===== config.mk =====
export PLATFORM = sky130hd
export DESIGN_NAME = bcci_ctrl
export DESIGN_NICKNAME = d
export VERILOG_FILES = /design/src/hdl/bcci_pkg.sv /design/src/hdl/bcci_ctrl.sv
export SDC_FILE = /design/constraint.sdc
export NUM_CORES = 1
export LEC_CHECK = 0
export ABC_AREA = 1
export BUFFER_PORTS_ARGS = -buffer_cell sky130_fd_sc_hd__buf_2
export CORE_ASPECT_RATIO = 1.1
export CORE_MARGIN = 1
export CORE_UTILIZATION = 32
export CTS_BUF_LIST = sky130_fd_sc_hd__clkbuf_16
export CTS_CLUSTER_DIAMETER = 60
export CTS_CLUSTER_SIZE = 40
export DETAILED_ROUTE_END_ITERATION = 8
export PLACE_DENSITY = 0.59
export SLEW_MARGIN = 20
export SYNTH_ARGS = -nofsm -noshare
export SYNTH_HDL_FRONTEND = slang
export SYNTH_SLANG_ARGS = --single-unit

===== constraint.sdc =====
create_clock -name clk -period 3.7 [get_ports clk]
set_input_delay 0.185 -clock clk [delete_from_list [all_inputs] [get_ports clk]]
set_output_delay 0.185 -clock clk [all_outputs]
set_load 0.01 [all_outputs]

===== src/hdl/bcci_pkg.sv =====
// Package for the box/circle collision index: shared types, sizes and codes.
// No dependencies.
package bcci_pkg;

    localparam int MAX_BOXES   = 128;
    localparam int MAX_CIRCLES = 128;
    localparam int BOX_AW      = $clog2(MAX_BOXES);
    localparam int CIRC_AW     = $clog2(MAX_CIRCLES);
    localparam int BOX_CW      = $clog2(MAX_BOXES + 1);
    localparam int CIRC_CW     = $clog2(MAX_CIRCLES + 1);
    localparam int IDX_AW      = (BOX_AW > CIRC_AW) ? BOX_AW : CIRC_AW;

    localparam logic [14:0] AREA_RESET = 15'd8192;

    typedef enum logic [1:0] {
        MODE_INS_BOX  = 2'd0,
        MODE_INS_CIRC = 2'd1,
        MODE_TST_BOX  = 2'd2,
        MODE_TST_CIRC = 2'd3
    } mode_t;

    localparam logic CFG_AREA_W = 1'b0;
    localparam logic CFG_AREA_H = 1'b1;

    typedef enum logic [2:0] {
        ST_IDLE,
        ST_SCAN_BOX,
        ST_SCAN_CIRC,
        ST_DRAIN,
        ST_DONE
    } state_t;

    typedef struct packed {
        logic               load;
        logic               ins_box;
        logic               ins_circ;
        logic               rd_box;
        logic               rd_circ;
        logic [IDX_AW-1:0]  rd_idx;
        logic               eval_box;
        logic               eval_circ;
        logic               clr_hit;
    } dp_cmd_t;

    typedef struct packed {
        logic               outside;
        logic               covers;
        logic [BOX_CW-1:0]  box_count;
        logic [CIRC_CW-1:0] circ_count;
        logic               hit;
        logic               cmp_busy;
    } dp_stat_t;

endpackage


===== src/hdl/bcci_ctrl.sv =====
// Controller: accepts a transaction, sequences inserts and table scans,
// and holds the result register. Depends on bcci_pkg.
module bcci_ctrl (
    input  logic               clk,
    input  logic               rst_n,
    input  logic               in_valid,
    output logic               in_stall,
    input  logic [1:0]         mode,
    output logic               out_valid,
    input  logic               out_stall,
    output logic               hit,
    output logic               status,
    output bcci_pkg::dp_cmd_t  cmd,
    input  bcci_pkg::dp_stat_t stat
);
    import bcci_pkg::*;

    state_t             state_reg, state_next;
    logic [1:0]         mode_reg;
    logic [IDX_AW:0]    idx_reg, idx_next;
    logic               out_valid_reg, hit_reg, status_reg;
    logic               accept, first_reg;
    logic               fin, fin_hit, fin_status;

    assign accept   = in_valid && !in_stall;
    assign in_stall = (state_reg != ST_IDLE) || first_reg;

    always_ff @(posedge clk or negedge rst_n)
    begin
        if (!rst_n)
        begin
            state_reg <= ST_IDLE;
            idx_reg   <= '0;
            mode_reg  <= MODE_INS_BOX;
            first_reg <= 1'b0;
        end
        else
        begin
            state_reg <= state_next;
            idx_reg   <= idx_next;
            first_reg <= accept;
            if (accept)
                mode_reg <= mode;
        end
    end

    always_comb
    begin
        state_next = state_reg;
        idx_next   = idx_reg;
        case (state_reg)
            ST_IDLE:
            begin
                idx_next = '0;
                if (first_reg)
                begin
                    if (mode_reg inside {MODE_INS_BOX, MODE_INS_CIRC} ||
                        stat.outside || stat.covers)
                        state_next = ST_DONE;
                    else
                        state_next = ST_SCAN_BOX;
                end
            end
            ST_SCAN_BOX:
            begin
                if (stat.hit || idx_reg >= (IDX_AW+1)'(stat.box_count))
                begin
                    idx_next   = '0;
                    state_next = ST_SCAN_CIRC;
                end
                else
                    idx_next = idx_reg + 1'b1;
            end
            ST_SCAN_CIRC:
            begin
                if (stat.hit || idx_reg >= (IDX_AW+1)'(stat.circ_count))
                    state_next = ST_DRAIN;
                else
                    idx_next = idx_reg + 1'b1;
            end
            ST_DRAIN:
            begin
                if (!stat.cmp_busy)
                    state_next = ST_DONE;
            end
            ST_DONE:
            begin
                if (!out_valid_reg || !out_stall)
                    state_next = ST_IDLE;
            end
            default:
                state_next = ST_IDLE;
        endcase
    end

    // read data lands in the cycle after the read strobe, together with the compare
    always_comb
    begin
        cmd           = '0;
        cmd.load      = accept;
        cmd.clr_hit   = accept;
        cmd.rd_idx    = idx_reg[IDX_AW-1:0];
        case (state_reg)
            ST_IDLE:
            begin
                if (first_reg && mode_reg == MODE_INS_BOX &&
                    stat.box_count < BOX_CW'(MAX_BOXES))
                    cmd.ins_box = 1'b1;
                if (first_reg && mode_reg == MODE_INS_CIRC &&
                    stat.circ_count < CIRC_CW'(MAX_CIRCLES))
                    cmd.ins_circ = 1'b1;
            end
            ST_SCAN_BOX:
            begin
                if (!stat.hit && idx_reg < (IDX_AW+1)'(stat.box_count))
                    cmd.rd_box = 1'b1;
            end
            ST_SCAN_CIRC:
            begin
                if (!stat.hit && idx_reg < (IDX_AW+1)'(stat.circ_count))
                    cmd.rd_circ = 1'b1;
            end
            default:
            begin
            end
        endcase
        cmd.eval_box  = cmd.rd_box;
        cmd.eval_circ = cmd.rd_circ;
    end

    // latch the result for the finishing transaction
    logic res_hit_reg, res_status_reg;
    always_ff @(posedge clk)
    begin
        if (state_reg == ST_IDLE && first_reg)
        begin
            res_status_reg <= (mode_reg == MODE_INS_BOX &&
                               stat.box_count >= BOX_CW'(MAX_BOXES)) ||
                              (mode_reg == MODE_INS_CIRC &&
                               stat.circ_count >= CIRC_CW'(MAX_CIRCLES));
            res_hit_reg    <= (mode_reg inside {MODE_TST_BOX, MODE_TST_CIRC}) &&
                              !stat.outside && stat.covers &&
                              (stat.box_count != '0 || stat.circ_count != '0);
        end
        else if (state_reg == ST_DRAIN && !stat.cmp_busy)
            res_hit_reg <= stat.hit;
    end

    assign fin        = (state_reg == ST_DONE) && (!out_valid_reg || !out_stall);
    assign fin_hit    = res_hit_reg;
    assign fin_status = res_status_reg;

    always_ff @(posedge clk or negedge rst_n)
    begin
        if (!rst_n)
            out_valid_reg <= 1'b0;
        else if (fin)
            out_valid_reg <= 1'b1;
        else if (!out_stall)
            out_valid_reg <= 1'b0;
    end

    always_ff @(posedge clk)
    begin
        if (fin)
        begin
            hit_reg    <= fin_hit;
            status_reg <= fin_status;
        end
    end

    assign out_valid = out_valid_reg;
    assign hit       = hit_reg;
    assign status    = status_reg;

endmodule


==> impl_metrics.tcl <==
set metrics [dict create \
    status "complete, no violations" \
    ys_warn_count 0 \
    pwr-share-seq 0.335 \
    path_delay_family "simple AND/OR/NAND/NOR gates" \
    finalClockSkew_ns 0.00143 \
    arrival_ns 1.72 \
    crit_type "register to output pin" \
    hp-start "mode[0]" \
    crit_start "idx_reg[7]" \
    netlist_instances 211 \
    gp_congestion 0.828 \
    htree_num_levels 1 \
    synth_compound_area_frac 0.0775 \
    cts.repair.resized 0 \
    grt_pass1_wl_um 5630 \
    fin_area_sq_um 1810 \
    grt_setup_unrepaired "false" \
    clock_sinks 19 \
    clock.fmax_ghz 0.525 \
    drv_cap 0 \
    max_slew_margin 0.766 \
    synth_top_cell_area_share 0.245 \
    layout_min_cycle_time_ns 1.90 \
    yosys.area_share.simple 0.295 \
    power.internal_w 0.000549 \
    start_util 0.332 \
    period_share 0.514 \
    ys_seq_elements 19 \
    antenna_cells_inserted 0 \
    synth.distinct_cells 26 \
    cp-start-kind "register" \
    cp_slowest_cell "dfrtp_1" \
    drive_gt1_frac 0.218 \
    hold-worst-slack_ns 0.142 \
    combinationalPowerShare 0.421 \
    clock-root-buffer "clkbuf_16" \
    finalSetupTns_ns 0 \
    powerDensity_nw_per_um2 507 \
    cp_data_required_time_ns 3.51 \
    cp_common_cell "nand2_1" \
    vias_per_cell 4.74 \
    setup_violations 0 \
    grt_max_degree 16 \
    wire_per_inst_um 11.6 \
    core_area_sq_um 4620 \
    drtIter0Drc 42 \
    synth_area_sq_um 1530 \
    setup_ws_ns 1.80 \
    io-pin-count 45 \
    p_leak_nw 1.03 \
    area_delta_synth_final_pct 18.1 \
    die_w_um 68.0 \
    peakVddDrop_mv 0.167 \
    largest_reg_flops 8 \
    cts_tree "built" \
    syn_nets 254 \
    hold_violations 0 \
    insertion_delay_ns 0.25 \
    die_y_um 74.6 \
    cts_buffer_depth 2 \
    antenna_found_initial 0 \
    layout.nets 292 \
    path_buf_inv 1 \
    io_buffers 44 \
    yosys.area_share.xor_xnor 0.00571 \
    synth_top_family_by_area "simple AND/OR/NAND/NOR gates" \
    min_path_type "input port to register" \
    totalWireLength_um 3540 \
    r2r-start "idx_reg[3]" \
    finalMaxSlewViolations 0 \
    avgSynthCellArea_sq_um 7.27 \
    gr-total-overflow 0 \
    path_clk_slew_ns 0.06 \
    dp_slack_ns 1.83 \
    worstPathCellList "ha_1, nand2_1, nor2_1, nand2_1, and2_2, buf_2" \
    netlist_top_cells_area "dfrtp_1, ha_1, nand2_1" \
    grt_pass1_vias 1233 \
    row_count 26 \
    crit_cells 6 \
    dp_hpwl_um 2910 \
    yosys.area.top_type "dfrtp_1" \
    vias 1440 \
    drc 0 \
    p_sw_w 0.000370 \
    power.share.clock 0.244 \
    dpl-instance-area_sq_um 1720 \
    hold_depth 3 \
    synth-seq-area-share 0.323 \
    synthMuxAreaShare 0 \
    synthAdderAreaFrac 0.139 \
    r2r_cells 9 \
    worstSetupEndpointType "output pin" \
    ant_nets 0 \
    switching_share 0.403 \
    crit_fanout 4 \
    post_cts_buffers 0 \
    cts_made_buffers 3 \
    first_pass_iters 4 \
    dieArea_sq_um 5070 \
    track_usage 0.147 \
    worst_slew_pin_slew_ns 0.351 \
    cpPeakStageDelay_ns 0.43 \
]
-- cell usage in the layout (no fill, tap or decap) --
master and n:
nor3_1 3, or2_0 1, clkinv_2 1, nand4_1 5, dfrtp_1 15, nand3_1 13
nor2_1 23, a211oi_1 1, nor2_2 2, nand2_1 47, and2_1 1, edfxtp_1 4
inv_1 37, o22ai_1 1, o21bai_1 2, o21ai_1 2, dlygate4sd3_1 1, nor4_1 4
inv_2 1, clkbuf_16 3, a21oi_1 9, xor2_1 1, buf_2 44, o21ai_0 7
nand3_2 1, and2_2 1, ha_1 17, nand2_4 1
-- path summary, 6_finish.rpt --
check                              endpoint  slack, ns
max in group asynchronous        idx_reg[6]       3.07
worst max-delay path                cmd[10]       1.80
worst max register to register   idx_reg[5]       1.80
worst min register to register          hit       0.42
worst min-delay path            mode_reg[0]       0.14
min in group asynchronous         out_valid       0.37
-- cell type report --
cell class | instances | area (sq um)
inverters | 38 | 143
fillers | 483 | 2810
flip-flops and latches | 19 | 495
multi-input cells | 142 | 793
well taps | 56 | 70.1
clock inverters | 1 | 5.00
repair buffers | 45 | 230
clock buffers | 3 | 75.1
-- metrics by stage --
stage / util / power (W) / instances
finish: 0.392 / 0.000918 / 304
global placement: 0.373 / 0.000700 / 299
floorplan: - / 0.000623 / 211
detailed placement: 0.373 / 0.000698 / 299
CTS: 0.392 / 0.000926 / 304
global route: 0.392 / 0.00100 / 304
-- cell families after synthesis --
group           after synthesis
simple gates                102
buf+inv                      50
compound gates               22
flops                        19
fa+ha+maj                    17
xor+xnor                      1
-- cell usage after synthesis, drive strengths merged --
cell and n:
a211oi 1, a21oi 9, and2 2, buf 12
dfrtp 15, edfxtp 4, ha 17, inv 38
nand2 48, nand3 14, nand4 5, nor2 25
nor3 3, nor4 4, o21ai 9, o21bai 2
o22ai 1, or2 1, xor2 1
-- routing by layer --
layer / share of wire / GRT usage / vias up
met5: 0 / 0 / -
met4: 0.016 / 0.0556 / 0
met3: 0.063 / 0.0212 / 5
met2: 0.45 / 0.236 / 45
met1: 0.47 / 0.199 / 646
li1: - / - / 744
-- timing repair --
| action | CTS | global route |
|---|---|---|
| hold endpoints to repair | 15 | 0 |
| hold buffers | 1 | 0 |
| setup endpoints to repair | 0 | 0 |
-- power groups by stage --
stage	clock [W]	combinational (W)	sequential, W
3_5_place_dp	0	0.000387	0.000312
3_3_place_gp	0	0.000388	0.000312
5_1_grt	0.000239	0.000448	0.000315
4_1_cts	0.000229	0.000389	0.000307
6_report	0.000224	0.000386	0.000308
2_1_floorplan	0	0.000315	0.000308
-- worst register-to-register path: stages (launching register included) --
cell     delay [ns]
dfrtp_1        0.45
ha_1           0.34
a21oi_1        0.16
nand2_1        0.06
nand2_1        0.10
nand3_2        0.12
nand2_4        0.17
nand3_1        0.22
nand2_1        0.13
nor2_1         0.04
No activity file was read; power rests on OpenSTA's default activity.
